### src/rtl/core/tfp_pkg.sv
package tfp_pkg;

	localparam int StoreDepth = 14;
	localparam int IdxW = $clog2(StoreDepth);

	localparam logic [7:0] ChDollar = 8'h24;
	localparam logic [7:0] ChT      = 8'h54;
	localparam logic [7:0] ChG      = 8'h47;
	localparam logic [7:0] ChA      = 8'h41;
	localparam logic [7:0] ChS      = 8'h53;

	localparam logic [1:0] KindPos = 2'd0;
	localparam logic [1:0] KindAtt = 2'd1;
	localparam logic [1:0] KindSen = 2'd2;

	localparam logic [3:0] LenPos = 4'd14;
	localparam logic [3:0] LenAtt = 4'd6;
	localparam logic [3:0] LenSen = 4'd7;

	localparam logic [15:0] HeadingWrap = 16'd360;
	localparam logic [13:0] SpeedScale  = 14'd36;

	typedef struct packed {
		logic [1:0]         frame_kind;
		logic signed [31:0] latitude;
		logic signed [31:0] longitude;
		logic signed [31:0] altitude_cm;
		logic [13:0]        speed_tenth_kmh;
		logic [5:0]         sat_count;
		logic [1:0]         fix_type;
		logic signed [16:0] value_one;
		logic signed [16:0] value_two;
		logic signed [15:0] value_three;
		logic [7:0]         air_speed;
	} tfp_rec_t;

	function automatic logic [3:0] payload_len(input logic [1:0] kind);
		logic [3:0] len;
		case (kind)
			KindAtt: len = LenAtt;
			KindSen: len = LenSen;
			default: len = LenPos;
		endcase
		return len;
	endfunction

endpackage

### src/rtl/core/tfp_in_reg.sv
module tfp_in_reg
	import tfp_pkg::*;
(
	input  logic       clk,
	input  logic       arst_n,
	input  logic       s_tvalid,
	output logic       s_tready,
	input  logic [7:0] s_tdata,
	input  logic       out_ok,
	output logic       step,
	output logic [7:0] rx_byte
);

	logic       valid_s1;
	logic [7:0] byte_s1;

	assign step     = valid_s1 & out_ok;
	assign s_tready = ~valid_s1 | out_ok;
	assign rx_byte  = byte_s1;

	always_ff @(posedge clk or negedge arst_n) begin
		if (!arst_n) begin
			valid_s1 <= 1'b0;
		end else if (s_tready) begin
			valid_s1 <= s_tvalid;
		end
	end

	always_ff @(posedge clk) begin
		if (s_tvalid && s_tready) begin
			byte_s1 <= s_tdata;
		end
	end

endmodule

### src/rtl/core/tfp_parse.sv
module tfp_parse
	import tfp_pkg::*;
(
	input  logic       clk,
	input  logic       arst_n,
	input  logic       step,
	input  logic [7:0] rx_byte,
	output logic       fire,
	output tfp_rec_t   rec
);

	localparam logic [2:0] PhIdle    = 3'd0;
	localparam logic [2:0] PhDollar  = 3'd1;
	localparam logic [2:0] PhType    = 3'd2;
	localparam logic [2:0] PhPayload = 3'd3;

	logic [2:0]  phase_q;
	logic [1:0]  type_q;
	logic [3:0]  count_q;
	logic [7:0]  xor_q;
	logic [7:0]  store_q [StoreDepth];

	logic [2:0]  phase_d;
	logic [1:0]  type_d;
	logic [3:0]  count_d;
	logic [7:0]  xor_d;
	logic        wr_en;
	logic        frame_end;
	logic [7:0]  xor_next;
	logic [15:0] head;

	assign xor_next  = xor_q ^ rx_byte;
	assign frame_end = (phase_q == PhPayload) && (count_q >= payload_len(type_q));
	assign fire      = step && frame_end && (xor_next == 8'd0);

	always_comb begin
		phase_d = phase_q;
		type_d  = type_q;
		count_d = count_q;
		xor_d   = xor_q;
		wr_en   = 1'b0;
		case (phase_q)
			PhDollar: begin
				phase_d = (rx_byte == ChT) ? PhType : PhIdle;
			end
			PhType: begin
				phase_d = PhPayload;
				count_d = 4'd0;
				xor_d   = 8'd0;
				if (rx_byte == ChG) begin
					type_d = KindPos;
				end else if (rx_byte == ChA) begin
					type_d = KindAtt;
				end else if (rx_byte == ChS) begin
					type_d = KindSen;
				end else begin
					phase_d = PhIdle;
				end
			end
			PhPayload: begin
				xor_d = xor_next;
				if (frame_end) begin
					phase_d = PhIdle;
				end else begin
					wr_en   = 1'b1;
					count_d = count_q + 4'd1;
				end
			end
			default: begin
				phase_d = (rx_byte == ChDollar) ? PhDollar : PhIdle;
			end
		endcase
	end

	always_ff @(posedge clk or negedge arst_n) begin
		if (!arst_n) begin
			phase_q <= PhIdle;
			type_q  <= KindPos;
			count_q <= 4'd0;
			xor_q   <= 8'd0;
		end else if (step) begin
			phase_q <= phase_d;
			type_q  <= type_d;
			count_q <= count_d;
			xor_q   <= xor_d;
		end
	end

	always_ff @(posedge clk) begin
		if (step && wr_en) begin
			store_q[count_q[IdxW-1:0]] <= rx_byte;
		end
	end

	assign head = {store_q[5], store_q[4]};

	always_comb begin
		rec = '0;
		rec.frame_kind = type_q;
		case (type_q)
			KindAtt: begin
				rec.value_one   = {store_q[1][7], store_q[1], store_q[0]};
				rec.value_two   = {store_q[3][7], store_q[3], store_q[2]};
				rec.value_three = head[15] ? head + HeadingWrap : head;
			end
			KindSen: begin
				rec.value_one   = {1'b0, store_q[1], store_q[0]};
				rec.value_two   = {1'b0, store_q[3], store_q[2]};
				rec.value_three = {8'd0, store_q[4]};
				rec.air_speed   = store_q[5];
			end
			default: begin
				rec.latitude        = {store_q[3], store_q[2], store_q[1], store_q[0]};
				rec.longitude       = {store_q[7], store_q[6], store_q[5], store_q[4]};
				rec.altitude_cm     = {store_q[12], store_q[11], store_q[10], store_q[9]};
				rec.speed_tenth_kmh = {6'd0, store_q[8]} * SpeedScale;
				rec.sat_count       = store_q[13][7:2];
				rec.fix_type        = store_q[13][1:0];
			end
		endcase
	end

`ifndef SYNTHESIS
	assert property (@(posedge clk) disable iff (!arst_n)
		fire |-> phase_q == PhPayload)
		else $error("Record issued outside the payload phase.");

	assert property (@(posedge clk) disable iff (!arst_n)
		count_q <= 4'(StoreDepth))
		else $error("Payload count ran past the store depth.");

	assert property (@(posedge clk) disable iff (!arst_n)
		fire |=> phase_q == PhIdle)
		else $error("Parser did not return to idle after a record.");

	assert property (@(posedge clk) disable iff (!arst_n)
		(step && phase_q == PhType) |=> (count_q == 4'd0 && xor_q == 8'd0))
		else $error("Frame start did not clear the count and check byte.");
`endif

endmodule

### src/rtl/core/tfp_out_reg.sv
module tfp_out_reg
	import tfp_pkg::*;
(
	input  logic     clk,
	input  logic     arst_n,
	input  logic     fire,
	input  tfp_rec_t rec,
	output logic     out_ok,
	output logic     m_tvalid,
	input  logic     m_tready,
	output tfp_rec_t rec_out
);

	logic     valid_q;
	tfp_rec_t rec_q;

	assign out_ok   = ~valid_q | m_tready;
	assign m_tvalid = valid_q;
	assign rec_out  = rec_q;

	always_ff @(posedge clk or negedge arst_n) begin
		if (!arst_n) begin
			valid_q <= 1'b0;
		end else if (fire) begin
			valid_q <= 1'b1;
		end else if (m_tready) begin
			valid_q <= 1'b0;
		end
	end

	always_ff @(posedge clk) begin
		if (fire) begin
			rec_q <= rec;
		end
	end

endmodule

### src/rtl/core/telemetry_frame_parser_core.sv
// Path: a check byte accepted into the input register raises fire, which loads its record
// into the record register and raises m_tvalid.
// Throughput: one byte per cycle; the input register and the record register both advance
// whenever the record register is empty or being taken.
// Reset: arst_n low clears the parser to idle and empties both registers at once;
// the payload store is not cleared.
module telemetry_frame_parser_core
	import tfp_pkg::*;
(
	input  logic         clk,
	input  logic         arst_n,
	input  logic         s_tvalid,
	output logic         s_tready,
	input  logic [7:0]   s_tdata,   // [7:0] rx_byte
	output logic         m_tvalid,
	input  logic         m_tready,
	// [31:0] latitude, [63:32] longitude, [95:64] altitude_cm, [109:96] speed_tenth_kmh,
	// [115:110] sat_count, [117:116] fix_type, [134:118] value_one, [151:135] value_two,
	// [167:152] value_three, [175:168] air_speed
	output logic [175:0] m_tdata,
	output logic [1:0]   m_tuser    // [1:0] frame_kind
);

	logic       out_ok;
	logic       step;
	logic [7:0] rx_byte;
	logic       fire;
	tfp_rec_t   rec;
	tfp_rec_t   rec_out;

	tfp_in_reg u_in (
		.clk      (clk),
		.arst_n   (arst_n),
		.s_tvalid (s_tvalid),
		.s_tready (s_tready),
		.s_tdata  (s_tdata),
		.out_ok   (out_ok),
		.step     (step),
		.rx_byte  (rx_byte)
	);

	tfp_parse u_parse (
		.clk     (clk),
		.arst_n  (arst_n),
		.step    (step),
		.rx_byte (rx_byte),
		.fire    (fire),
		.rec     (rec)
	);

	tfp_out_reg u_out (
		.clk      (clk),
		.arst_n   (arst_n),
		.fire     (fire),
		.rec      (rec),
		.out_ok   (out_ok),
		.m_tvalid (m_tvalid),
		.m_tready (m_tready),
		.rec_out  (rec_out)
	);

	assign m_tuser = rec_out.frame_kind;
	assign m_tdata = {rec_out.air_speed, rec_out.value_three, rec_out.value_two,
		rec_out.value_one, rec_out.fix_type, rec_out.sat_count, rec_out.speed_tenth_kmh,
		rec_out.altitude_cm, rec_out.longitude, rec_out.latitude};

endmodule

### config.mk
export PLATFORM = sky130hd
export DESIGN_NAME = telemetry_frame_parser_core
export DESIGN_NICKNAME = d
export VERILOG_FILES = /design/src/rtl/core/tfp_pkg.sv /design/src/rtl/core/tfp_in_reg.sv /design/src/rtl/core/tfp_parse.sv /design/src/rtl/core/tfp_out_reg.sv /design/src/rtl/core/telemetry_frame_parser_core.sv
export SDC_FILE = /design/constraint.sdc
export NUM_CORES = 1
export LEC_CHECK = 0
export BUFFER_PORTS_ARGS = -buffer_cell sky130_fd_sc_hd__buf_2
export CELL_PAD_IN_SITES_DETAIL_PLACEMENT = 1
export CELL_PAD_IN_SITES_GLOBAL_PLACEMENT = 1
export CORE_MARGIN = 10
export CORE_UTILIZATION = 51
export CTS_CLUSTER_SIZE = 24
export DETAILED_ROUTE_END_ITERATION = 10
export PLACE_DENSITY_LB_ADDON = 0.25
export SLEW_MARGIN = 0
export SYNTH_ARGS = -nofsm -noshare
export SYNTH_HDL_FRONTEND = slang
export SYNTH_SLANG_ARGS = --single-unit
### constraint.sdc
create_clock -name clk -period 9.82 [get_ports clk]
set_input_delay 1.473 -clock clk [delete_from_list [all_inputs] [get_ports clk]]
set_output_delay 1.473 -clock clk [all_outputs]
set_load 0.01 [all_outputs]
==> implementation parameters <==
Parameter                              Value

Placement
  Cell area after placement    ~13000 um2
  Final weighted congestion in routability-driven placement    slightly below 0.8
  Half-perimeter wire length of the detailed placement result    19220 um
  Count of buffers from port buffering    189

Global route
  Pin count of the biggest net entering global routing    about 120
  Wire length of the first global-routing pass    approximately 44000 um
  Number of antenna violations at the first check in global routing    0
  GRT Overall Usage    18.80%
  Grt ovf    0
  Via count of the first global-routing pass    between 7000 and 8000

Finish
  Ratio of cells with drive above 1 in the final layout    between 20% and 30%
  Synth-to-layout area growth    19.68%
  Fillcell total    about 2200
  Final cell area excluding filler cells    roughly 14000 um2
  Ant. Diodes    0
  Footprint of the multi-input gates    approximately 2500 um2
  Layout Nets    ~960
  Register cell area after layout    9339 um2

Clocking
  Post-cts hold buffer count    0
  Inserted Clock Buffers    31
  Buffers inserted by post-CTS timing repair    0
  Root buffer selected by CTS    clkbuf_16
  Count of instances resized after the clock tree is built    0
  CTS tree    yes
  Latest clock arrival within the worst-skew pair    between 0.5 and 0.6 ns
  Clock buffer depth    3
  Clock slew at the register clock pins of the worst setup and hold paths    0.06 ns
  H-Tree Level Count    1
  CTS Sinks    314

Detailed routing
  Post-route DRC violation count    0
  Wire length after detailed routing    28770 um
  WL/cell    22.55 um
  Count of TritonRoute iterations in the first routing pass    5
  Number of routed nets with antenna violations    0
  Count of routing violations after the opening detailed-route iteration    563
  Total via count in the routed design    between 6000 and 7000
  DR vias/cell    approximately 5.3

Worst setup path
  Slowest stage cell, crit path    buf_4
  Data required time of the critical path    around 10 ns
  Crit end category    flip-flop
  Critical Path Max Stage Delay    slightly above 0.8 ns
  Data arrival time of the critical path    5.48 ns
  Critical Path, Cell by Cell    inv_1, ha_2, buf_4, inv_1, ha_1, a31oi_4, or4_1, inv_6, buf_4
  Critical Path Fanout Max    between 100 and 150
  CP Class    flip-flop to flip-flop
  Critical path launch point type    flip-flop

Job
  Maximum Capacitance Violations    0

Pwr
  Share of power burned in the clock network    a little under half
  Switching Share    roughly a fifth
  Net switching power figure    about 530 uW
  Design Power    2805 uW
  Peak supply drop    between 0.15 and 0.2 mV
  Leakage power    approximately 0.0054 uW
  Power density over cell area    approximately 200 nW/um2
  Internal cell power    approximately 2300 uW
  Proportion of power drawn by combinational gates    less than 1%
  Relative contribution of sequential cells to total power    a little over half

Floorplanning
  Cell row count    56
  Width of the die    ~170 um
  Overall die area    between 30000 and 40000 um2
  Initial Utilization    51.53%
  Chip Height    ~170 um
  Count of pins on the block boundary    roughly 190
  Placeable core region    about 23000 um2

Synthesis
  Post-synthesis async set-or-reset flop share    5.732%
  Sequential area share after synthesis    77.44%
  Mapped Area    about 12000 um2
  Number of instances in the synthesized netlist    740
  Average instance area after synthesis    between 15 and 20 um2
  Post-synthesis register bit count    ~310
  Count of warnings emitted by yosys    0
  Number of distinct standard cells referenced by the synthesized netlist    58
  Number of synthesized flops with an enable pin    approximately 300
  Most used flip-flop cell after synthesis    edfxtp_1

Hold path
  Worst hold path class    flip-flop to flip-flop

Timing
  Least-Margin Pin Slew    about 1.3 ns
  Relative slew slack    10.92%
  Tcrit/Tclk final    53.99%
  Setup-violating endpoint count in the final report    0
  RSZ-0062 raised after global routing    false
  Count of final max-slew check failures    0
  Max Fclk    between 0.15 and 0.2 GHz
  Fin Setup TNS    0 ns
  Skew final    between 0.02 and 0.03 ns
  Post-route minimum period    5.302 ns
  Final-report hold violation count    0

Status
  Result of the run    finished clean
==> sequential cells by signal, summed over array words and instances (netlist names) <==
| register | flops |
|---|---|
| u_in.valid_s1 | 1 |
| u_in.rx_byte | 8 |
| u_parse.xor_q | 8 |
| u_parse.count_q | 4 |
| m_tdata | 107 |
| u_out.rec_out | 69 |
| u_parse.type_q | 2 |
| u_parse.phase_q | 2 |
| u_out.m_tvalid | 1 |
| u_parse.store_q | 112 |
==> synthesized netlist by cell type (all sizes together) (2+ instances only) <==
cell type / instances / share of area (%)
mux2: 2 / 0.19
o21ai: 14 / 0.58
xnor2: 12 / 0.87
a31oi: 5 / 0.38
nand3b: 2 / 0.12
a211oi: 3 / 0.19
nand2: 19 / 0.59
dfrtp: 18 / 3.7
o21a: 2 / 0.12
nand3: 5 / 0.21
nand2b: 18 / 0.93
o211ai: 3 / 0.19
and2: 153 / 8.0
ha: 19 / 2.0
nor2: 31 / 0.96
o2111ai: 3 / 0.22
a311oi: 2 / 0.15
buf: 6 / 0.39
and3: 3 / 0.16
edfxtp: 296 / 74
clkbuf: 27 / 0.84
o221ai: 2 / 0.15
nor2b: 6 / 0.31
nand4: 12 / 0.62
or3: 2 / 0.10
a21oi: 6 / 0.25
nor4: 2 / 0.10
a22oi: 4 / 0.25
inv: 16 / 0.50
xor2: 6 / 0.44
a21o: 2 / 0.12
nor3b: 5 / 0.39
nor3: 8 / 0.37
a22o: 9 / 0.66
==> logic make-up after synthesis <==
group / count (synthesis) / synth area share, %
simple gates: 272 / 13.29
mux: 3 / 0.2697
other cells: 1 / 0.03109
buf+inv: 49 / 1.733
fa+ha+maj: 20 / 2.137
flops: 314 / 77.44
compound gates: 63 / 3.797
xor+xnor: 18 / 1.307
==> routing by layer <==
layer | GRT usage (%) | vias up | part of all wire [%] | routed length, um
met3 | 3.790 | 48 | 5.6 | 1602
met4 | 4.667 | 0 | 1.9 | 537
met1 | 22.41 | 3436 | 40 | 11490
li1 | - | 3090 | - | -
met5 | 0 | - | 0 | 0
met2 | 34.01 | 196 | 53 | 15140
==> worst max-delay path, delay by kind of cell, from the launching register on <==
| kind | cells | cell delay, ns |
|---|---|---|
| buf+inv | 5 | 2.79 |
| fa+ha+maj | 2 | 0.80 |
| simple gates | 1 | 0.67 |
| flops | 1 | 0.40 |
| compound gates | 1 | 0.16 |
==> power groups by stage <==
stage	registers, uW	clock network, uW	logic, uW
5_1_grt	1480	1390	15.3
3_3_place_gp	1510	0	12.8
6_report	1480	1310	13.7
2_1_floorplan	1490	0	10.5
4_1_cts	1480	1330	13.8
3_5_place_dp	1510	0	13.5
==> worst paths after layout <==
check                                       start  depth (start not counted)            endpoint  slack (ns)
worst max register to register  u_parse.type_q[0]                          9         m_tdata[45]        4.52
worst min-delay path            u_parse.type_q[0]                          0  u_out.rec_out[176]        0.52
max in group asynchronous                  arst_n                          1    u_parse.xor_q[1]        8.63
min in group asynchronous                  arst_n                          1    u_parse.xor_q[0]        0.85
worst min register to register  u_parse.type_q[0]                          0  u_out.rec_out[176]        0.52
worst max-delay path            u_parse.type_q[0]                          9         m_tdata[45]        4.52
==> cell usage in the layout, fill, tap and decap left out, types with 4 or more instances in the layout <==
| cell | n |
|---|---|
| nor2b_1 | 6 |
| xnor2_1 | 12 |
| edfxtp_1 | 296 |
| nand3_1 | 5 |
| ha_1 | 18 |
| a21oi_1 | 6 |
| a22o_1 | 8 |
| nor2_1 | 30 |
| xor2_1 | 6 |
| clkbuf_16 | 31 |
| nand2b_1 | 18 |
| buf_2 | 189 |
| inv_1 | 15 |
| nand2_1 | 19 |
| nand4_1 | 12 |
| bufinv_16 | 8 |
| clkinv_2 | 7 |
| a22oi_1 | 4 |
| and2_1 | 152 |
| dfrtp_1 | 18 |
| nor3_1 | 7 |
| a31oi_1 | 4 |
| o21ai_0 | 14 |
| clkinvlp_4 | 4 |
==> metrics by stage <==
stage / worst slack [ns] / hold WS [ns] / instances / util [%]
4_1_cts: 4.425 / 0.5195 / 1276 / 61.68
6_report: 4.518 / 0.5243 / 1276 / 61.68
5_1_grt: 4.045 / 0.5238 / 1276 / 61.68
2_1_floorplan: 3.485 / 0.4727 / 741 / -
3_3_place_gp: 4.693 / 0.4862 / 1218 / 56.77
3_5_place_dp: 4.490 / 0.5009 / 1218 / 56.77
==> cell type report <==
type | instances | share of cell area [%]
flip-flops and latches | 314 | 64.70
inverters | 16 | 0.4508
well taps | 319 | 2.765
clock buffers | 36 | 5.643
clock inverters | 22 | 2.314
multi-input cells | 378 | 17.47
repair buffers | 191 | 6.657
No activity file was read; power rests on OpenSTA's default activity.
